<file path="src/design/bmp24_pkg.sv">
// shared types and constants for the 24-bit bmp stream parser
// no dependencies; used by every other design file except bmp24_byte_if
`default_nettype none

package bmp24_pkg;

  // size limits of an accepted image
  localparam int MAX_COLS = 4096;
  localparam int MAX_ROWS = 4096;

  // header layout
  localparam int HEADER_BYTES = 54;
  localparam int HDR_W        = $clog2(HEADER_BYTES);
  localparam int WIDTH_OFS    = 18;
  localparam int HEIGHT_OFS   = 22;
  localparam int DEPTH_OFS    = 28;
  localparam int GOOD_DEPTH   = 24;

  // counter widths follow the limits, output positions are fixed at 12 bits
  localparam int COL_W = $clog2(MAX_COLS + 1);
  localparam int ROW_W = $clog2(MAX_ROWS + 1);
  localparam int POS_W = 12;

  // result kinds
  typedef enum logic [1:0] {
    KIND_PIXEL     = 2'd0,
    KIND_BAD_DEPTH = 2'd1,
    KIND_TOO_LARGE = 2'd2,
    KIND_EMPTY     = 2'd3
  } kind_t;

  // position of a byte inside its pixel triple
  typedef enum logic [1:0] {
    SLOT_BLUE  = 2'd0,
    SLOT_GREEN = 2'd1,
    SLOT_RED   = 2'd2
  } slot_t;

  // command handed from the parser front to the assembler back
  typedef struct packed {
    kind_t            kind;
    slot_t            slot;
    logic [7:0]       data;
    logic [ROW_W-1:0] row;
    logic [COL_W-1:0] col;
    logic             last;
  } cmd_t;

endpackage

`default_nettype wire

</file>
<file path="src/design/bmp24_byte_if.sv">
// byte input channel of the bmp parser: valid/ready plus file byte
// depends on nothing
`default_nettype none

interface bmp24_byte_if;
  logic       valid;
  logic       ready;
  logic [7:0] data_byte;
  logic       start_of_file;

  modport source (output valid, data_byte, start_of_file, input ready);
  modport sink (input valid, data_byte, start_of_file, output ready);
endinterface

`default_nettype wire

</file>
<file path="src/design/bmp24_result_if.sv">
// result channel of the bmp parser: valid/ready plus pixel or status word
// depends on bmp24_pkg
`default_nettype none

interface bmp24_result_if;
  logic                             valid;
  logic                             ready;
  bmp24_pkg::kind_t                 kind;
  logic [7:0]                       red;
  logic [7:0]                       green;
  logic [7:0]                       blue;
  logic [bmp24_pkg::POS_W-1:0]      pixel_row;
  logic [bmp24_pkg::POS_W-1:0]      pixel_col;
  logic                             last;

  modport source (output valid, kind, red, green, blue, pixel_row, pixel_col, last,
                  input ready);
  modport sink (input valid, kind, red, green, blue, pixel_row, pixel_col, last,
                output ready);
endinterface

`default_nettype wire

</file>
<file path="src/design/bmp24_front.sv">
// parser front: header counting, size and depth checks, row/column/pad tracking
// depends on bmp24_pkg and bmp24_byte_if; emits one command per pixel byte or status
`default_nettype none

module bmp24_front (
  input  wire logic            clk,
  input  wire logic            rst,
  bmp24_byte_if.sink           byte_in,
  input  wire logic            room,
  output logic                 push,
  output bmp24_pkg::cmd_t      cmd
);

  typedef enum logic [1:0] {
    PH_IDLE,
    PH_HEADER,
    PH_PIXEL,
    PH_PAD
  } phase_t;

  phase_t                          phase, phase_next;
  logic [bmp24_pkg::HDR_W-1:0]     header_index, header_index_next;
  logic [31:0]                     image_width, image_width_next;
  logic [31:0]                     image_height, image_height_next;
  logic [15:0]                     pixel_depth, pixel_depth_next;
  bmp24_pkg::slot_t                byte_in_pixel, byte_in_pixel_next;
  logic [bmp24_pkg::ROW_W-1:0]     row_counter, row_counter_next;
  logic [bmp24_pkg::COL_W-1:0]     col_counter, col_counter_next;
  logic [1:0]                      pad_counter, pad_counter_next;

  logic                            take;
  logic [bmp24_pkg::HDR_W-1:0]     lane;
  logic                            row_end;
  logic                            col_end;
  logic                            final_pixel;
  logic [1:0]                      pad_dec;

  assign byte_in.ready = room;
  assign take          = byte_in.valid && room;

  // end-of-row and end-of-image detection
  assign col_end     = (32'(col_counter) + 32'd1) == image_width;
  assign row_end     = (32'(row_counter) + 32'd1) == image_height;
  assign final_pixel = row_end && col_end;

  // next state and command generation
  always_comb begin
    phase_next         = phase;
    header_index_next  = header_index;
    image_width_next   = image_width;
    image_height_next  = image_height;
    pixel_depth_next   = pixel_depth;
    byte_in_pixel_next = byte_in_pixel;
    row_counter_next   = row_counter;
    col_counter_next   = col_counter;
    pad_counter_next   = pad_counter;
    lane               = '0;
    pad_dec            = '0;
    push               = 1'b0;
    cmd                = '0;
    cmd.kind           = bmp24_pkg::KIND_PIXEL;
    cmd.slot           = bmp24_pkg::SLOT_BLUE;

    if (take) begin
      // start of file restarts the parser from header byte 0
      if (byte_in.start_of_file) begin
        phase_next         = PH_HEADER;
        header_index_next  = '0;
        image_width_next   = '0;
        image_height_next  = '0;
        pixel_depth_next   = '0;
        byte_in_pixel_next = bmp24_pkg::SLOT_BLUE;
        row_counter_next   = '0;
        col_counter_next   = '0;
        pad_counter_next   = '0;
      end

      unique case (phase_next)
        PH_HEADER: begin
          // capture little-endian fields
          if (header_index_next >= bmp24_pkg::HDR_W'(bmp24_pkg::WIDTH_OFS) &&
              header_index_next <  bmp24_pkg::HDR_W'(bmp24_pkg::WIDTH_OFS + 4)) begin
            lane = header_index_next - bmp24_pkg::HDR_W'(bmp24_pkg::WIDTH_OFS);
            image_width_next[{lane[1:0], 3'b000} +: 8] = byte_in.data_byte;
          end else if (header_index_next >= bmp24_pkg::HDR_W'(bmp24_pkg::HEIGHT_OFS) &&
                       header_index_next <  bmp24_pkg::HDR_W'(bmp24_pkg::HEIGHT_OFS + 4)) begin
            lane = header_index_next - bmp24_pkg::HDR_W'(bmp24_pkg::HEIGHT_OFS);
            image_height_next[{lane[1:0], 3'b000} +: 8] = byte_in.data_byte;
          end else if (header_index_next >= bmp24_pkg::HDR_W'(bmp24_pkg::DEPTH_OFS) &&
                       header_index_next <  bmp24_pkg::HDR_W'(bmp24_pkg::DEPTH_OFS + 2)) begin
            lane = header_index_next - bmp24_pkg::HDR_W'(bmp24_pkg::DEPTH_OFS);
            pixel_depth_next[{lane[0], 3'b000} +: 8] = byte_in.data_byte;
          end

          if (header_index_next == bmp24_pkg::HDR_W'(bmp24_pkg::HEADER_BYTES - 1)) begin
            header_index_next  = '0;
            byte_in_pixel_next = bmp24_pkg::SLOT_BLUE;
            row_counter_next   = '0;
            col_counter_next   = '0;
            phase_next         = PH_IDLE;
            cmd.last           = 1'b1;
            // depth first, then size, then empty
            priority if (pixel_depth_next != 16'(bmp24_pkg::GOOD_DEPTH)) begin
              push     = 1'b1;
              cmd.kind = bmp24_pkg::KIND_BAD_DEPTH;
            end else if (image_width_next > 32'(bmp24_pkg::MAX_COLS) ||
                         image_height_next > 32'(bmp24_pkg::MAX_ROWS)) begin
              push     = 1'b1;
              cmd.kind = bmp24_pkg::KIND_TOO_LARGE;
            end else if (image_width_next == '0 || image_height_next == '0) begin
              push     = 1'b1;
              cmd.kind = bmp24_pkg::KIND_EMPTY;
            end else begin
              phase_next = PH_PIXEL;
            end
          end else begin
            header_index_next = header_index_next + bmp24_pkg::HDR_W'(1);
          end
        end

        PH_PIXEL: begin
          // every pixel byte goes to the back, tagged with its place
          push     = 1'b1;
          cmd.slot = byte_in_pixel;
          cmd.data = byte_in.data_byte;
          cmd.row  = row_counter;
          cmd.col  = col_counter;
          cmd.last = final_pixel;
          unique case (byte_in_pixel)
            bmp24_pkg::SLOT_BLUE:  byte_in_pixel_next = bmp24_pkg::SLOT_GREEN;
            bmp24_pkg::SLOT_GREEN: byte_in_pixel_next = bmp24_pkg::SLOT_RED;
            default: begin
              byte_in_pixel_next = bmp24_pkg::SLOT_BLUE;
              priority if (final_pixel) begin
                phase_next = PH_IDLE;
              end else if (col_end) begin
                col_counter_next = '0;
                row_counter_next = row_counter + bmp24_pkg::ROW_W'(1);
                pad_counter_next = image_width[1:0];
                if (image_width[1:0] != 2'd0) begin
                  phase_next = PH_PAD;
                end
              end else begin
                col_counter_next = col_counter + bmp24_pkg::COL_W'(1);
              end
            end
          endcase
        end

        PH_PAD: begin
          // drop row padding bytes
          pad_dec          = (pad_counter != 2'd0) ? pad_counter - 2'd1 : 2'd0;
          pad_counter_next = pad_dec;
          if (pad_dec == 2'd0) begin
            phase_next = PH_PIXEL;
          end
        end

        PH_IDLE: begin
        end
      endcase
    end
  end

  // state registers
  always_ff @(posedge clk) begin
    if (rst) begin
      phase         <= PH_IDLE;
      header_index  <= '0;
      image_width   <= '0;
      image_height  <= '0;
      pixel_depth   <= '0;
      byte_in_pixel <= bmp24_pkg::SLOT_BLUE;
      row_counter   <= '0;
      col_counter   <= '0;
      pad_counter   <= '0;
    end else begin
      phase         <= phase_next;
      header_index  <= header_index_next;
      image_width   <= image_width_next;
      image_height  <= image_height_next;
      pixel_depth   <= pixel_depth_next;
      byte_in_pixel <= byte_in_pixel_next;
      row_counter   <= row_counter_next;
      col_counter   <= col_counter_next;
      pad_counter   <= pad_counter_next;
    end
  end

endmodule

`default_nettype wire

</file>
<file path="src/design/bmp24_queue.sv">
// two-entry command queue between parser front and assembler back
// depends on bmp24_pkg
`default_nettype none

module bmp24_queue (
  input  wire logic             clk,
  input  wire logic             rst,
  input  wire logic             push,
  input  bmp24_pkg::cmd_t       push_cmd,
  output logic                  room,
  input  wire logic             pop,
  output logic                  avail,
  output bmp24_pkg::cmd_t       head
);

  bmp24_pkg::cmd_t entries [2];
  logic            wr_ptr;
  logic            rd_ptr;
  logic [1:0]      count;

  assign room  = count != 2'd2;
  assign avail = count != 2'd0;
  assign head  = entries[rd_ptr];

  // payload storage
  always_ff @(posedge clk) begin
    if (push && room) begin
      entries[wr_ptr] <= push_cmd;
    end
  end

  // pointers and fill level
  always_ff @(posedge clk) begin
    if (rst) begin
      wr_ptr <= 1'b0;
      rd_ptr <= 1'b0;
      count  <= 2'd0;
    end else begin
      if (push && room) begin
        wr_ptr <= ~wr_ptr;
      end
      if (pop && avail) begin
        rd_ptr <= ~rd_ptr;
      end
      unique case ({push && room, pop && avail})
        2'b10:   count <= count + 2'd1;
        2'b01:   count <= count - 2'd1;
        default: count <= count;
      endcase
    end
  end

endmodule

`default_nettype wire

</file>
<file path="src/design/bmp24_back.sv">
// assembler back: gathers b,g,r bytes into pixels and drives the result register
// depends on bmp24_pkg and bmp24_result_if
`default_nettype none

module bmp24_back (
  input  wire logic            clk,
  input  wire logic            rst,
  input  wire logic            avail,
  input  bmp24_pkg::cmd_t      head,
  output logic                 pop,
  bmp24_result_if.source       result_out
);

  logic [15:0] held_blue_green;
  logic        out_valid;
  logic        is_result;
  logic        can_load;
  logic        is_pixel;

  assign is_pixel  = head.kind == bmp24_pkg::KIND_PIXEL;
  assign is_result = !is_pixel || head.slot == bmp24_pkg::SLOT_RED;
  assign can_load  = !out_valid || result_out.ready;
  assign pop       = avail && (!is_result || can_load);

  assign result_out.valid = out_valid;

  // blue and green holding register
  always_ff @(posedge clk) begin
    if (pop && is_pixel) begin
      unique case (head.slot)
        bmp24_pkg::SLOT_BLUE:  held_blue_green[7:0]  <= head.data;
        bmp24_pkg::SLOT_GREEN: held_blue_green[15:8] <= head.data;
        default:               held_blue_green       <= held_blue_green;
      endcase
    end
  end

  // output register payload
  always_ff @(posedge clk) begin
    if (pop && is_result) begin
      result_out.kind      <= head.kind;
      result_out.red       <= is_pixel ? head.data : 8'd0;
      result_out.green     <= is_pixel ? held_blue_green[15:8] : 8'd0;
      result_out.blue      <= is_pixel ? held_blue_green[7:0] : 8'd0;
      result_out.pixel_row <= is_pixel ? bmp24_pkg::POS_W'(head.row) : '0;
      result_out.pixel_col <= is_pixel ? bmp24_pkg::POS_W'(head.col) : '0;
      result_out.last      <= head.last;
    end
  end

  // output valid
  always_ff @(posedge clk) begin
    if (rst) begin
      out_valid <= 1'b0;
    end else if (pop && is_result) begin
      out_valid <= 1'b1;
    end else if (result_out.ready) begin
      out_valid <= 1'b0;
    end
  end

endmodule

`default_nettype wire

</file>
<file path="src/design/bmp24_stream_pixel_parser_top.sv">
// 24-bit bmp stream parser: one file byte per word in, pixel or status word out.
// throughput: one byte per cycle sustained while result_out.ready is high; the front
// parser and the back assembler each update once per cycle, joined by a two-entry
// command queue. a byte that completes a result is written to the queue at the edge
// that accepts it and is then loaded from the queue head into the result register.
// reset: synchronous rst empties queue and output; parser idles until start_of_file.
`default_nettype none

module bmp24_stream_pixel_parser_top (
  input  wire logic       clk,
  input  wire logic       rst,
  bmp24_byte_if.sink      byte_in,
  bmp24_result_if.source  result_out
);

  bmp24_pkg::cmd_t front_cmd;
  bmp24_pkg::cmd_t head;
  logic            push;
  logic            room;
  logic            pop;
  logic            avail;

  // header and position tracking
  bmp24_front u_front (
    .clk     (clk),
    .rst     (rst),
    .byte_in (byte_in),
    .room    (room),
    .push    (push),
    .cmd     (front_cmd)
  );

  // decoupling queue
  bmp24_queue u_queue (
    .clk      (clk),
    .rst      (rst),
    .push     (push),
    .push_cmd (front_cmd),
    .room     (room),
    .pop      (pop),
    .avail    (avail),
    .head     (head)
  );

  // pixel assembly and result register
  bmp24_back u_back (
    .clk        (clk),
    .rst        (rst),
    .avail      (avail),
    .head       (head),
    .pop        (pop),
    .result_out (result_out)
  );

endmodule

`default_nettype wire
</file>
<file path="src/flat_wrapper.sv">
// flat-port wrapper written by rule: the top's interface ports become plain ports
module bmp24_stream_pixel_parser_top_flat 
  (clk, rst, byte_in_valid, byte_in_data_byte, byte_in_start_of_file, byte_in_ready, result_out_valid, result_out_kind, result_out_red, result_out_green, result_out_blue, result_out_pixel_row, result_out_pixel_col, result_out_last, result_out_ready);
  bmp24_byte_if byte_in_i ();
  bmp24_result_if result_out_i ();
  input  wire logic clk;
  input  wire logic rst;
  input wire logic [$bits(byte_in_i.valid)-1:0] byte_in_valid;
  input wire logic [$bits(byte_in_i.data_byte)-1:0] byte_in_data_byte;
  input wire logic [$bits(byte_in_i.start_of_file)-1:0] byte_in_start_of_file;
  output wire logic [$bits(byte_in_i.ready)-1:0] byte_in_ready;
  output wire logic [$bits(result_out_i.valid)-1:0] result_out_valid;
  output wire logic [$bits(result_out_i.kind)-1:0] result_out_kind;
  output wire logic [$bits(result_out_i.red)-1:0] result_out_red;
  output wire logic [$bits(result_out_i.green)-1:0] result_out_green;
  output wire logic [$bits(result_out_i.blue)-1:0] result_out_blue;
  output wire logic [$bits(result_out_i.pixel_row)-1:0] result_out_pixel_row;
  output wire logic [$bits(result_out_i.pixel_col)-1:0] result_out_pixel_col;
  output wire logic [$bits(result_out_i.last)-1:0] result_out_last;
  input wire logic [$bits(result_out_i.ready)-1:0] result_out_ready;
  assign byte_in_i.valid = byte_in_valid;
  assign byte_in_i.data_byte = byte_in_data_byte;
  assign byte_in_i.start_of_file = byte_in_start_of_file;
  assign byte_in_ready = byte_in_i.ready;
  assign result_out_valid = result_out_i.valid;
  assign result_out_kind = result_out_i.kind;
  assign result_out_red = result_out_i.red;
  assign result_out_green = result_out_i.green;
  assign result_out_blue = result_out_i.blue;
  assign result_out_pixel_row = result_out_i.pixel_row;
  assign result_out_pixel_col = result_out_i.pixel_col;
  assign result_out_last = result_out_i.last;
  assign result_out_i.ready = result_out_ready;
  bmp24_stream_pixel_parser_top u_core (.clk(clk), .rst(rst), .byte_in(byte_in_i), .result_out(result_out_i));
endmodule
</file>
<file path="config.mk">
export PLATFORM = sky130hd
export DESIGN_NAME = bmp24_stream_pixel_parser_top_flat
export DESIGN_NICKNAME = d
export VERILOG_FILES = /design/src/design/bmp24_pkg.sv /design/src/design/bmp24_byte_if.sv /design/src/design/bmp24_result_if.sv /design/src/design/bmp24_front.sv /design/src/design/bmp24_queue.sv /design/src/design/bmp24_back.sv /design/src/design/bmp24_stream_pixel_parser_top.sv /design/src/flat_wrapper.sv
export SDC_FILE = /design/constraint.sdc
export NUM_CORES = 1
export LEC_CHECK = 0
export BUFFER_PORTS_ARGS = -buffer_cell sky130_fd_sc_hd__clkbuf_2
export CAP_MARGIN = 20
export CORE_MARGIN = 3
export CORE_UTILIZATION = 55
export CTS_BUF_LIST = sky130_fd_sc_hd__clkbuf_4
export DETAILED_ROUTE_END_ITERATION = 12
export PLACE_DENSITY = 0.73
export SYNTH_ARGS = -nofsm -noshare
export SYNTH_HDL_FRONTEND = slang
export SYNTH_SLANG_ARGS = --single-unit
</file>
<file path="constraint.sdc">
create_clock -name clk -period 7.7 [get_ports clk]
set_input_delay 1.54 -clock clk [delete_from_list [all_inputs] [get_ports clk]]
set_output_delay 1.54 -clock clk [all_outputs]
set_load 0.05 [all_outputs]
</file>
# ---- After elaboration in Yosys (flattened, before gate mapping)
# Memory sizes are Yosys's and may differ from the RTL's. A register that Yosys moved wholly into a read port is not among the register bits.
# Cells that the tools add are included.
dict set report classes {
  addsub 14
  mul 0
  n_div 0
  n_lt_le_gt_ge 8
  eq_ne 13
  n_shift 6
  muxes 84
  bitwise_logic 2
  reduce_logical 32
}
# cell n
set ops {}
lappend ops {{$mux W32} 13}
lappend ops {{$mux W13} 10}
lappend ops {{$mux W16} 8}
lappend ops {{$bwmux W32} 2}
lappend ops {{$eq A14 B32 Y1} 2}
lappend ops {{$gt A32 B13 Y1 const B} 2}
lappend ops {{$logic_not A32 Y1} 2}
lappend ops {{$shift A8 B7 Y32 const A} 2}
lappend ops {{$shiftx A8 B7 Y32} 2}
lappend ops {{$pmux W13 S2} 2}
lappend ops {{$mux W2} 23}
lappend ops {{$mux W39} 1}
lappend ops {{$mux W36} 1}
lappend ops {{$add A13 B1 Y14 const B} 2}
lappend ops {{$add A13 B1 Y13 const B} 2}
lappend ops {{$mux W6} 4}
lappend ops {{$ge A6 B5 Y1 const B} 3}
lappend ops {{$lt A6 B5 Y1 const B} 3}
lappend ops {{$bwmux W16} 1}
lappend ops {{$ne A16 B5 Y1 const B} 1}
lappend ops {{$pmux W2 S2} 4}
lappend ops {{$shift A8 B6 Y16 const A} 1}
lappend ops {{$shiftx A8 B6 Y16} 1}
lappend ops {{$neg A5 Y7} 2}
lappend ops {{21 further kinds} 65}
dict set report totals {
  register_bits 190
  latch_bits 0
  mem_bits_rw 78
  romBits 0
  output_inout_bits 53
  memories 1
}
# memory depth width rd rd_ports_with_merged_regs write_ports line_no
set memory_table {}
lappend memory_table {u_core.u_queue.entries 2 39 1 1 1 bmp24_queue.sv:16} ;# bmp24_pkg::cmd_t entries [2];

# ---- Longest topological paths before layout
# Gate-level depths: netlist of run 1.
dict set report logic_depth {
  ltp_word 22
  depth_mapped 21
  mapped_depth_nobuf 15
}

# ---- Cells and area by module
# From an unflattened synthesis of run 1, not the netlist that was laid out.
dict set report hier_totals {
  cells_unflattened 1332
  hier_area_um2 13598.0
}
# module instances cells_each area_per_inst_um2
set by_module_without_submodules {}
lappend by_module_without_submodules {bmp24_front 1 1054 8105.3}
lappend by_module_without_submodules {bmp24_queue 1 145 3026.7}
lappend by_module_without_submodules {bmp24_back 1 133 2466.1}

# ---- Worst setup path before layout of run 1
# Ideal clock, no wire load.
dict set report synth_path {
  path_type {input to register}
  from {input byte_in_start_of_file}
  to {memory u_core.u_queue.entries[0][0] in the netlist's numbering (enable)}
  setup_ns 0.431
  t_arrival_ns 6.363
  t_required_ns 7.269
  path_slack_ns 0.906
  cell_stages 15
  path_cell_list {clkbuf_1 inv_1 clkbuf_1 clkbuf_1 clkbuf_1 nand2_1 ha_1 or4b_2 nor2_1 mux2i_1 and3_1 o22a_1 nor4bb_1 or2_1 nor2_1}
}
dict set report synth_between {
  elab_chain_cells 21
  word_cells_on_any_way 65
  cone_classes {6 x add/sub; 8 x order compare; 4 x eq/ne; 6 x shift; 33 x mux; 8 x reduce/logical}
}
# element line_no
set synth_lines {}
lappend synth_lines {{start: declaration} flat_wrapper.sv:10} ;# input wire logic [$bits(byte_in_i.start_of_file)-1:0] byte_in_start_of_file;
lappend synth_lines {{parallel branches: the longest is 16 deep, another holds $gt A32 B13 Y1} --}
lappend synth_lines {{$pmux W1 S2 (*)} bmp24_front.sv:78} ;# unique case (phase_next)
lappend synth_lines {{$mux W1 (*)} bmp24_front.sv:64} ;# if (take) begin
lappend synth_lines {{$logic_and A1 B1 Y1 (*)} bmp24_queue.sv:27} ;# if (push && room) begin
lappend synth_lines {{$mux W1 (*)} bmp24_queue.sv:27}
lappend synth_lines {{$mux W1 (implied by the code) (*)} bmp24_queue.sv:28} ;# entries[wr_ptr] <= push_cmd;
lappend synth_lines {{end: declaration} bmp24_queue.sv:16}
# Every way passes the cells marked *. The select of a mux whose other input is x is not followed.

# ---- Final worst setup path of run 1
dict set report layout_path {
  from {input byte_in_start_of_file}
  to {register u_core.u_queue.count[1]}
}
dict set report layout_between {
  elab_chain_cells 21
  word_cells_on_any_way 67
  cone_classes {6 x add/sub; 8 x order compare; 6 x eq/ne; 6 x shift; 32 x mux; 9 x reduce/logical}
}
# element line_no
set layout_lines {}
lappend layout_lines {{parallel branches: the longest is 16 deep, another holds $gt A32 B13 Y1} --}
lappend layout_lines {{$pmux W1 S2 (*)} bmp24_front.sv:78}
lappend layout_lines {{$mux W1 (*)} bmp24_front.sv:64}
lappend layout_lines {{$logic_and A1 B1 Y1 (*)} bmp24_queue.sv:45} ;# unique case ({push && room, pop && avail})
lappend layout_lines {{$eq A2 B1 Y1 or $eq A2 B2 Y1 (tied branches)} bmp24_queue.sv:45}
lappend layout_lines {{$pmux W2 S2 or $reduce_bool A2 Y1 (tied branches)} --}
lappend layout_lines {{end signal: assignment} bmp24_queue.sv:46} ;# 2'b10: count <= count + 2'd1;
lappend layout_lines {{end signal: assignment} bmp24_queue.sv:47} ;# 2'b01: count <= count - 2'd1;
lappend layout_lines {{end signal: assignment} bmp24_queue.sv:48} ;# default: count <= count;
lappend layout_lines {{end: declaration} bmp24_queue.sv:19} ;# logic [1:0] count;
# Marked as above.
# A chain may end at the register's enable or synchronous reset.

==> results.md, run 1 <==
* Post-synth EDFFs at 141
* Setup TNS at 0 ns
* Fmax at 181 MHz
* Post-CTS setup buffers at 0
* Avg Inst Size Synth at 9.97 sq um
* Critical path's slowest cell: or4_1
* Inserted Clock Buffers at 68
* Max cap viols at 0
* Instance count on the critical path at 16
* Status: complete, no violations
* Die width at 160 um
* Worst Hold Class: reg -> reg
* CTS resizes at 0
* Cell variety after synth at 82
* Reg clk slew, reported paths at 0.07 ns
* Fill cells at 1916
* RSZ-0062 raised after global routing: no
* Final hold violation count at 0
* Wirelength per Cell at 18.6 um
* DRC Markers at 0
* Synth top area share at 32.3%
* Worst EP required at 8.28 ns
* Largest net degree at the start of global routing at 106
* Area growth, synth to finish at 10.4%
* Sequential area share after synthesis at 51.2%
* Total track usage at 24.5%
* Worst-Margin Slew at 1.09 ns
* Clock power share at 33.4%
* Syn Inst Count at 1315
* Final nets at 1388
* Leakage dissipation at 0.00540 uW
* YS warnings at 0
* CTS H-tree lvls at 3
* Initial Utilization at 56.9%
* Fraction of layout cells with a size suffix above 1 at 16.5%
* Area leader, netlist: edfxtp_1
* First-pass iteration count of the detailed router at 6
* Crit path max-delay family: simple AND/OR/NAND/NOR gates
* Final Worst Setup Slack at 2.17 ns
* Max Buffers Root-to-Sink at 3
* CP endpoint kind: register
* Sequential share of power at 47.7%
* Placer Congestion at 0.939
* Vias at 10.5k
* PD cells at 242 mW/mm^2
* Max-slew violation total from the final report at 0
* Combinational share of power at 18.9%
* DRT antenna net count at 0
* # rows at 55
* Syn nets at 1339
* Switching Fraction at 32.8%
* Setup-failing EPs final at 0
* Die H at 160 um
* Pre-CTS setup slack at 1.61 ns
* I/O pins at 66
* Hold Path Stages at 2
* Hold WS at 0.464 ns
* Final core occ at 62.8%
* Worst clock skew at 0.0407 ns
* Port Buf Inserts at 65
* HPWL after DPL at 21.2 mm
* Initial antenna violation count at 3
* Minimum clock period at 5.53 ns
* Clock insertion delay at the later pin of the skew report at 0.68 ns
* Max_slew headroom at 27.6%
* Root buf cell: clkbuf_4
* Worst-path fanout max at 47
* Worst EP arrival at 6.12 ns
* Core Footprint at 0.0231 sq mm
* Sw Pwr at 1150 uW
* Primary FF master, synth: edfxtp_1
* Buf/Inv on CP at 4
* Post-Syn Area at 0.0131 sq mm
* Crit path kind: in -> reg
* CTS Hold Bufs at 0
* WL final at 32.2 mm
* CP peak stage delay at 0.50 ns
* Worst-path cell chain: clkbuf_2, buf_4, inv_1, nand2_1, inv_1, ha_1, or4_1, nand4_1, mux2i_1, nor4_1, nand4_1, nor4bb_1, or2_1, ha_1, or3_1, a21oi_1
* Internal Power at 2350 uW
* Via count of the first global-routing pass at 9806
* CP startpoint kind: input port
* Initial detailed-routing violation count at 1007
* R2R cell count at 12
* Global route overflow at 0
* Mean number of vias per cell at 6.07
* Final period utilization at 71.9%
* Clock Sinks at 265
* Die area at 0.0257 sq mm
* Max IR drop VDD at 164 uV
* Synth area leaders: edfxtp_1 (32%), dfxtp_1 (19%), mux2i_1 (4.9%)
* Post-synth ARST share at 0%
* CTS tree: built
* First-pass GRT wire length at 51.6 mm
* Yosys reg bits at 265
[cells in the mapped netlist, types with 6 or more instances]
cell	n
edfxtp_1	141
nand4_1	22
a31oi_1	6
nor3_1	39
nor2b_1	9
buf_2	19
or3_1	8
o21ai_0	43
clkbuf_1	70
mux2i_1	64
nor2_1	164
or4_1	10
nand2_1	89
a22oi_1	74
o21ai_1	6
a211oi_1	8
xnor2_1	20
ha_1	11
a21oi_1	42
buf_1	9
o211ai_1	8
nor3b_1	6
dfxtp_1	124
inv_1	20
and2_1	27
nor4_1	36
nand2b_1	12
and4_1	6
a21o_1	6
a32oi_1	7
nand3_1	33
and3_1	58
mux2_2	18
xor2_1	15
[worst paths after layout]
| path | to | start | slack, ns |
|---|---|---|---|
| max | u_core.u_queue.count[1]$_SDFFE_PP0P_ | byte_in_start_of_file | 2.17 |
| max reg2reg | u_core.u_queue.count[1]$_SDFFE_PP0P_ | u_core.u_front.header_index[0]$_SDFFE_PP0P_ | 2.85 |
| min reg2reg | u_core.u_front.image_height[30]$_SDFFE_PP0P_ | u_core.u_front.image_height[30]$_SDFFE_PP0P_ | 0.46 |
| min | u_core.u_front.image_height[30]$_SDFFE_PP0P_ | u_core.u_front.image_height[30]$_SDFFE_PP0P_ | 0.46 |
[power groups by stage]
stage,Clock [uW],Combinational (uW),Sequential [uW]
detailed placement,0,660,1700
finish,1170,661,1670
floorplan,0,266,1940
global route,1280,697,1680
global placement,0,656,1700
CTS,1200,660,1670
[layout make-up]
type	count	area (sq um)	area share (%)
Antenna cell	2	5.00	0.0346
Clock buffer	96	721	4.98
Clock inverter	24	124	0.856
Inverter	20	75.1	0.519
Multi-Input combinational cell	927	5920	40.9
Sequential cell	265	6720	46.4
Tap cell	313	392	2.71
Timing Repair Buffer	82	515	3.56
[tightest hold or removal path: stages, from the launching register on]
cell     delay [ns]
dfxtp_1        0.31
nand2_1        0.05
a21oi_1        0.05
[cell families after synthesis]
kind of cell / after synthesis / synth area share [%]
AO/OA/AOI/OAI: 246 / 13.0
XOR/XNOR: 36 / 2.46
adder cells (fa/ha/maj): 12 / 1.13
buffers and inverters: 123 / 3.83
flip-flops: 265 / 51.2
multiplexers: 83 / 6.52
AND/OR/NAND/NOR: 550 / 21.8
[stage by stage]
stage | instance area [sq um] | total power, uW | cells
finish | 14500 | 3500 | 1729
global route | 14500 | 3650 | 1729
floorplan | 13100 | 2210 | 1315
global placement | 13500 | 2350 | 1603
CTS | 14400 | 3530 | 1723
detailed placement | 13500 | 2360 | 1603
[per-layer routing]
metal | global-route usage, % | vias up | share of wire, %
met4 | 10.1 | 0 | 3.2
met2 | 38.6 | 458 | 46
met3 | 5.36 | 90 | 8.4
met1 | 33.0 | 4921 | 43
met5 | 0 | - | 0
li1 | - | 5021 | -
[registers in the layout (all words and copies together) (netlist names), 2 cells and up, named ones only]
name	cells
u_core.u_back.held_blue_green	16
u_core.u_back.result_out.green	8
u_core.u_front.pad_counter	2
u_core.u_front.pixel_depth	16
u_core.u_front.image_width	32
u_core.u_front.col_counter	13
u_core.u_back.result_out.red	8
u_core.u_back.result_out.pixel_col	12
u_core.u_front.row_counter	13
u_core.u_front.byte_in_pixel	2
u_core.u_front.image_height	32
u_core.u_back.result_out.kind	2
u_core.u_back.result_out.blue	8
u_core.u_back.result_out.pixel_row	12
u_core.u_queue.entries	74
u_core.u_front.header_index	6
u_core.u_front.phase	2
u_core.u_queue.count	2
[placed cells by master (no fill, tap or decap), types with 39 or more instances in the layout]
cell type	netlist	routed
a22oi_1	74	74
mux2i_1	64	64
clkbuf_4	0	97
edfxtp_1	141	141
and3_1	58	58
nor3_1	39	39
clkbuf_2	1	64
a21oi_1	42	42
nor2_1	164	162
dfxtp_1	124	123
o21ai_0	43	42
nand2_1	89	89
No activity file was read; power rests on OpenSTA's default activity.
==> run 2, diff against run 1 <==
==> constraint.sdc (replaced) <==
create_clock -name clk -period 5.6 [get_ports clk]
set_input_delay 1.12 -clock clk [delete_from_list [all_inputs] [get_ports clk]]
set_output_delay 1.12 -clock clk [all_outputs]
set_load 0.05 [all_outputs]
==> run 2 against run 1 <==
Compared with the run above:
- final cell count up 0.81%
- critical path depth did not move
- hold slack is essentially flat
- flip-flop and latch count did not move
- clock-buffer cell count is 12 higher
- clock power rose by 50%
- die area stayed put
- cell area rose by 1.0%
- worst setup slack got worse by 1.0 ns
- sequential share of layout area decreased by 0.48 points
- non-clock buffer count is 9 higher
- sequential power is 34% higher
- critical path type unchanged
- critical endpoint unchanged
==> results.md, run 2 (synthesis results as in run 1) <==
* Status: complete, no violations (unchanged)
* Worst-path fanout max at 10 (was 47)
* Max IR drop VDD at 239 uV (was 164 uV)
* Max reg flops at 74 (unchanged)
* Fmax at 226 MHz
* Root buf cell: clkbuf_4 (unchanged)
* Initial Utilization at 56.9% (unchanged)
* Worst clock skew at 0.0466 ns (was 0.0407 ns)
* R2R setup slack at 1.27 ns (was 2.85 ns)
* Final nets at 1398 (was 1388)
* Final period utilization at 79.2%
* CTS tree: built (unchanged)
* Crit path kind: in -> reg (unchanged)
* Max Buffers Root-to-Sink at 3 (unchanged)
* Area growth, synth to finish at 11.6% (was 10.4%)
* CTS H-tree lvls at 3 (unchanged)
* Max cap viols at 0 (unchanged)
* Die H at 160 um (unchanged)
* Initial detailed-routing violation count at 919 (was 1007)
* Total track usage at 24.8% (was 24.5%)
* DRC Markers at 0 (unchanged)
* Global route overflow at 0 (unchanged)
* Buf/Inv on CP at 4 (unchanged)
* Setup-failing EPs final at 0 (unchanged)
* CP peak stage delay at 0.53 ns (was 0.50 ns)
* Crit path max-delay family: simple AND/OR/NAND/NOR gates (unchanged)
* Hold Path Stages at 2 (unchanged)
* Final hold violation count at 0 (unchanged)
* Wirelength per Cell at 18.7 um (was 18.6 um)
* Mean number of vias per cell at 6.13 (was 6.07)
* Reg-to-Reg Start: u_core.u_front.header_index[0]$_SDFFE_PP0P_ (unchanged)
* R2R cell count at 13 (was 12)
* Placer Congestion at 0.924 (was 0.939)
* Clock insertion delay at the later pin of the skew report at 0.68 ns (about the same)
* Post-CTS setup buffers at 0 (unchanged)
* Worst EP required at 6.20 ns (was 8.28 ns)
* Worst Hold Endpoint: u_core.u_front.image_height[30]$_SDFFE_PP0P_ (unchanged)
* PD cells at 340 mW/mm^2 (was 242 mW/mm^2)
* Largest regs: u_core.u_queue.entries (74), u_core.u_front.image_height (32), u_core.u_front.image_width (32) (unchanged)
* Commonest non-fill, non-tap cell in the layout: nor2_1 (unchanged)
* RSZ-0062 raised after global routing: no (unchanged)
* Initial antenna violation count at 1 (was 3)
* Largest net degree at the start of global routing at 59 (was 106)
* Reg clk slew, reported paths at 0.06 ns (was 0.07 ns)
* CTS resizes at 0 (unchanged)
* Leakage dissipation at 0.00551 uW (was 0.00540 uW)
* Inserted Clock Buffers at 69 (was 68)
* CP startpoint kind: input port (unchanged)
* Vias at 10.7k (was 10.5k)
* Critical path's slowest cell: nor4bb_1 (was or4_1)
* Die width at 160 um (unchanged)
* # rows at 55 (unchanged)
* Total Power at 4960 uW (was 3500 uW)
* Max-slew violation total from the final report at 0 (unchanged)
* First-pass iteration count of the detailed router at 5 (was 6)
* Worst-Margin Slew at 1.16 ns (was 1.09 ns)
* I/O pins at 66 (unchanged)
* CP endpoint kind: register (unchanged)
* Largest Register: u_core.u_queue.entries (unchanged)
* HPWL after DPL at 21.4 mm (was 21.2 mm)
* CTS Hold Bufs at 0 (unchanged)
* Most frequent cells in the layout: nor2_1 (162), edfxtp_1 (141), dfxtp_1 (123) (unchanged)
* First-pass GRT wire length at 52.1 mm (was 51.6 mm)
* Area of placed instances at 0.0136 sq mm (was 0.0135 sq mm)
* Max_slew headroom at 21.0% (was 27.6%)
* Reg-to-reg endpoint: u_core.u_queue.count[1]$_SDFFE_PP0P_ (unchanged)
* Post-Layout Inst Area at 0.0146 sq mm (was 0.0145 sq mm)
* Port Buf Inserts at 65 (unchanged)
* DRT antenna net count at 0 (unchanged)
* Worst-path cell chain: clkbuf_2, inv_1, nand2_1, inv_1, ha_1, or4_1, nand4_2, buf_4, mux2_2, nor4_1, nand4_1, nor4bb_1, or2_1, ha_1, or3_1, a21oi_1 (was clkbuf_2, buf_4, inv_1, nand2_1, inv_1, ha_1, or4_1, nand4_1, mux2i_1, nor4_1, nand4_1, nor4bb_1, or2_1, ha_1, or3_1, a21oi_1)
* Die area at 0.0257 sq mm (unchanged)
* Clock Sinks at 265 (unchanged)
* Worst EP arrival at 5.03 ns (was 6.12 ns)
* Minimum clock period at 4.43 ns
* Via count of the first global-routing pass at 10.0k (was 9806)
* Hold path startpoint: u_core.u_front.image_height[30]$_SDFFE_PP0P_ (unchanged)
* WL final at 32.5 mm (was 32.2 mm)
* Worst Hold Class: reg -> reg (unchanged)
* Core Footprint at 0.0231 sq mm (unchanged)
* Fraction of layout cells with a size suffix above 1 at 17.6% (was 16.5%)
## run 2: changes by cell type in the layout (fill, tap and decap cells not counted), sizes merged, moves of 2 or more
cell / delta
buf: +10
clkinvlp: -2
inv: -2
clkbuf: +11
bufinv: +2
clkinv: -4
## run 2: layout make-up
type | count | area (sq um)
Clock buffer | 108 | 811
Multi-Input combinational cell | 927 | 5920
Inverter | 20 | 75.1
Sequential cell | 265 | 6720
Tap cell | 313 | 392
Timing Repair Buffer | 91 | 563
Fill cell | 1907 | 8430
Antenna cell | 1 | 2.50
Clock inverter | 18 | 140
## run 2: worst max path at each step
stage	start	endpoint	slack (ns)	cells past startpoint
CTS	byte_in_start_of_file	u_core.u_queue.entries[0][15]$_DFFE_PP_	1.26	11
detailed placement	byte_in_start_of_file	u_core.u_queue.entries[0][23]$_DFFE_PP_	0.55	11
finish	byte_in_start_of_file	u_core.u_queue.count[1]$_SDFFE_PP0P_	1.17	16
global route	byte_in_start_of_file	u_core.u_queue.count[1]$_SDFFE_PP0P_	0.83	16
floorplan	byte_in_start_of_file	u_core.u_queue.entries[0][0]$_DFFE_PP_	-0.17	15
global placement	byte_in_start_of_file	u_core.u_queue.count[1]$_SDFFE_PP0P_	0.58	14
## run 2: power by group
group	total, uW	switching (uW)	internal, uW
Sequential	2240	47.6	2190
Clock	1760	786	976
Combinational	965	729	235
Total	4960	1560	3400
## run 2: tightest hold or removal path, stage by stage, from the launching register on
cell,delay (ns)
dfxtp_1,0.31
nand2_1,0.05
a21oi_1,0.05
## run 2: through the flow
stage	setup TNS, ns	setup WS [ns]	instances	utilization, %	hold WS (ns)
floorplan	-12.73	-0.172	1315	-	0.432
global placement	0	0.577	1614	59.1	0.444
detailed placement	0	0.546	1614	59.1	0.452
CTS	0	1.26	1740	63.2	0.465
global route	0	0.831	1743	63.4	0.495
finish	0	1.17	1743	63.4	0.464
## run 2: metal layers
metal | global-route usage [%] | share of wire, % | wire length (um)
met1 | 33.4 | 43 | 14000
met5 | 0 | 0 | 0
met4 | 10.7 | 3.5 | 1140
met2 | 39.4 | 47 | 15200
met3 | 4.82 | 6.8 | 2210
==> run 3, diff against run 2 <==
--- a/config.mk
+++ b/config.mk
@@ -11,7 +11,7 @@
 export CORE_UTILIZATION = 55
 export CTS_BUF_LIST = sky130_fd_sc_hd__clkbuf_4
 export DETAILED_ROUTE_END_ITERATION = 12
-export PLACE_DENSITY = 0.73
+export PLACE_DENSITY = 0.76
 export SYNTH_ARGS = -nofsm -noshare
 export SYNTH_HDL_FRONTEND = slang
 export SYNTH_SLANG_ARGS = --single-unit
==> constraint.sdc (replaced) <==
create_clock -name clk -period 3.8 [get_ports clk]
set_input_delay 0.76 -clock clk [delete_from_list [all_inputs] [get_ports clk]]
set_output_delay 0.76 -clock clk [all_outputs]
set_load 0.05 [all_outputs]
==> run 3 against run 2 <==
Compared with the run above:
- critical path type is now reg -> reg
- power grew 45%
- critical path depth shrank 4
- register-to-register slack lost 1.2 ns
- largest power group unchanged
- non-clock buffer count grew 99
- final cell count grew 5.0%
- combinational power grew 52%
- global-route usage grew 1.4 points
- cell area grew 5.4%
==> results.md, run 3 (synthesis results as in run 1) <==
* Leakage dissipation at 0.00596 uW (was 0.00551 uW)
* Hold Path Stages at 4 (was 2)
* Internal Power at 4900 uW (was 3400 uW)
* Total track usage at 26.1% (was 24.8%)
* Inserted Clock Buffers at 69 (unchanged)
* Port Buf Inserts at 65 (unchanged)
* Clock Sinks at 265 (unchanged)
* Worst EP arrival at 4.00 ns (was 5.03 ns)
* Final nets at 1497 (was 1398)
* Status: complete, no violations (unchanged)
* Largest net degree at the start of global routing at 59 (unchanged)
* HPWL after DPL at 23.3 mm (was 21.4 mm)
* Placer Congestion at 0.909 (was 0.924)
* I/O pins at 66 (unchanged)
* First-pass GRT wire length at 55.0 mm (was 52.1 mm)
* Final hold violation count at 0 (unchanged)
* CP peak stage delay at 0.79 ns (was 0.53 ns)
* Buf/Inv on CP at 2 (was 4)
* Hold path startpoint: result_out_ready (was u_core.u_front.image_height[30]$_SDFFE_PP0P_)
* Initial Utilization at 56.9% (unchanged)
* R2R cell count at 12 (was 13)
* Most frequent cells in the layout: nor2_1 (160), edfxtp_1 (141), buf_4 (122), dfxtp_1 (122), clkbuf_4 (100) (was nor2_1 (162), edfxtp_1 (141), dfxtp_1 (123))
* Fraction of layout cells with a size suffix above 1 at 23.9% (was 17.6%)
* Area of placed instances at 0.0145 sq mm (was 0.0136 sq mm)
* Worst clock skew at 0.0459 ns (was 0.0466 ns)
* CTS H-tree lvls at 3 (unchanged)
* Mean number of vias per cell at 6.07 (was 6.13)
* Worst-path cell chain: nand2_4, inv_2, ha_4, or4_4, nand4_1, buf_6, mux2i_2, a21oi_1, o22a_1, nor4bb_4, or2_4, nor2_4 (was clkbuf_2, inv_1, nand2_1, inv_1, ha_1, or4_1, nand4_2, buf_4, mux2_2, nor4_1, nand4_1, nor4bb_1, or2_1, ha_1, or3_1, a21oi_1)
* Die area at 0.0257 sq mm (unchanged)
* Final period utilization at 97.8%
* WL final at 33.6 mm (was 32.5 mm)
* Max reg flops at 74 (unchanged)
* Combinational share of power at 20.4% (was 19.4%)
* Root buf cell: clkbuf_4 (unchanged)
* Core Footprint at 0.0231 sq mm (unchanged)
* RSZ-0062 raised after global routing: yes (was no)
* First-pass iteration count of the detailed router at 6 (was 5)
* CTS Hold Bufs at 0 (unchanged)
* Total Power at 7220 uW (was 4960 uW)
* Reg clk slew, reported paths at 0.07 ns (was 0.06 ns)
* DRC Markers at 0 (unchanged)
* CP startpoint kind: register (was input port)
* Crit path kind: reg -> reg (was in -> reg)
* CP endpoint kind: register (unchanged)
* Global route overflow at 0 (unchanged)
* Initial antenna violation count at 2 (was 1)
* Instance count on the critical path at 12 (was 16)
* Commonest non-fill, non-tap cell in the layout: nor2_1 (unchanged)
* Worst EP required at 4.08 ns (was 6.20 ns)
* Die width at 160 um (unchanged)
* Via count of the first global-routing pass at 10.8k (was 10.0k)
* DRT antenna net count at 0 (unchanged)
* Clock insertion delay at the later pin of the skew report at 0.69 ns (was 0.68 ns)
* Area growth, synth to finish at 17.6% (was 11.6%)
* Worst Hold Endpoint: u_core.u_back.result_out.valid$_SDFFE_PP0P_ (was u_core.u_front.image_height[30]$_SDFFE_PP0P_)
* CTS tree: built (unchanged)
* Minimum clock period at 3.72 ns
* Max_slew headroom at 30.6% (was 21.0%)
* R2R setup slack at 0.08 ns (was 1.27 ns)
* Hold WS at 0.430 ns (was 0.464 ns)
* Sequential share of power at 45.9% (was 45.1%)
* Largest Register: u_core.u_queue.entries (unchanged)
* Clock power share at 33.7% (was 35.5%)
* Die H at 160 um (unchanged)
* Max cap viols at 0 (unchanged)
* Fmax at 269 MHz
* Reg-to-reg endpoint: u_core.u_queue.entries[0][8]$_DFFE_PP_ (was u_core.u_queue.count[1]$_SDFFE_PP0P_)
* Worst-Margin Slew at 1.04 ns (was 1.16 ns)
* Sw Pwr at 2320 uW (was 1560 uW)
* Vias at 11.1k (was 10.7k)
* Switching Fraction at 32.1% (was 31.5%)
* PD cells at 468 mW/mm^2 (was 340 mW/mm^2)
* Final core occ at 66.8% (was 63.4%)
* Setup-failing EPs final at 0 (unchanged)
* Worst-path fanout max at 37 (was 10)
* Max-slew violation total from the final report at 0 (unchanged)
* Initial detailed-routing violation count at 922 (was 919)
* Largest regs: u_core.u_queue.entries (74), u_core.u_front.image_height (32), u_core.u_front.image_width (32) (unchanged)
* Reg-to-Reg Start: u_core.u_front.header_index[1]$_SDFFE_PP0P_ (was u_core.u_front.header_index[0]$_SDFFE_PP0P_)
* Crit path max-delay family: simple AND/OR/NAND/NOR gates (unchanged)
* Max IR drop VDD at 348 uV (was 239 uV)
* # rows at 55 (unchanged)
* Post-Layout Inst Area at 0.0154 sq mm (was 0.0146 sq mm)
* Critical path's slowest cell: nor2_4 (was nor4bb_1)
* Max Buffers Root-to-Sink at 3 (unchanged)
* Wirelength per Cell at 18.4 um (was 18.7 um)
* Worst Hold Class: in -> reg (was reg -> reg)
==> run 3: final cells by class <==
type	instances	area, sq um
clock buffers	100	751
clock inverters	15	113
repair buffers	190	1300
flip-flops and latches	265	6720
well taps	313	392
inverters	20	77.6
diodes	1	2.50
multi-input cells	927	6050
fillers	1818	7640
==> run 3: power by group through the flow <==
stage | Sequential, uW | Clock [uW] | Combinational, uW
6_report | 3320 | 2430 | 1470
5_1_grt | 3340 | 2650 | 1550
4_1_cts | 3320 | 2490 | 1470
3_5_place_dp | 3380 | 0 | 1460
3_3_place_gp | 3370 | 0 | 1450
2_1_floorplan | 3930 | 0 | 552
==> run 3: stage by stage <==
stage,setup WS (ns),instances,setup TNS [ns]
3_3_place_gp,-0.584,1712,-43.25
5_1_grt,-0.109,1831,-5.38
3_5_place_dp,-0.682,1713,-51.03
2_1_floorplan,-0.678,1315,-50.33
4_1_cts,0.00170,1828,0
6_report,0.0842,1831,0
==> run 3: repair_timing <==
item / 4_1_cts / 5_1_grt
buffers inserted: 0 / 2
gates resized for setup: 4 / 7
pin swaps: 1 / 3
setup endpoints to repair: 74 / 76
==> run 3: how the worst max path moves through the flow <==
stage / start / to / slack [ns]
floorplan: byte_in_start_of_file / u_core.u_queue.entries[0][0]$_DFFE_PP_ / -0.68
global placement: byte_in_start_of_file / u_core.u_queue.entries[0][3]$_DFFE_PP_ / -0.58
detailed placement: byte_in_start_of_file / u_core.u_queue.entries[0][4]$_DFFE_PP_ / -0.68
CTS: u_core.u_front.header_index[0]$_SDFFE_PP0P_ / u_core.u_queue.entries[1][6]$_DFFE_PP_ / 0.002
global route: u_core.u_front.header_index[1]$_SDFFE_PP0P_ / u_core.u_queue.entries[0][15]$_DFFE_PP_ / -0.11
finish: u_core.u_front.header_index[1]$_SDFFE_PP0P_ / u_core.u_queue.entries[0][8]$_DFFE_PP_ / 0.08
==> run 3: worst min-delay path, stage by stage <==
cell and delay (ns):
clkbuf_2 0.10, inv_1 0.05, a21oi_1 0.05, nor2_1 0.11
==> run 3: routing by layer <==
metal,vias up,global-route usage (%),routed length [um]
li1,5234,-,-
met5,-,0,11
met3,104,4.67,2480
met4,2,12.1,1280
met2,501,43.4,16100
met1,5267,33.5,13700
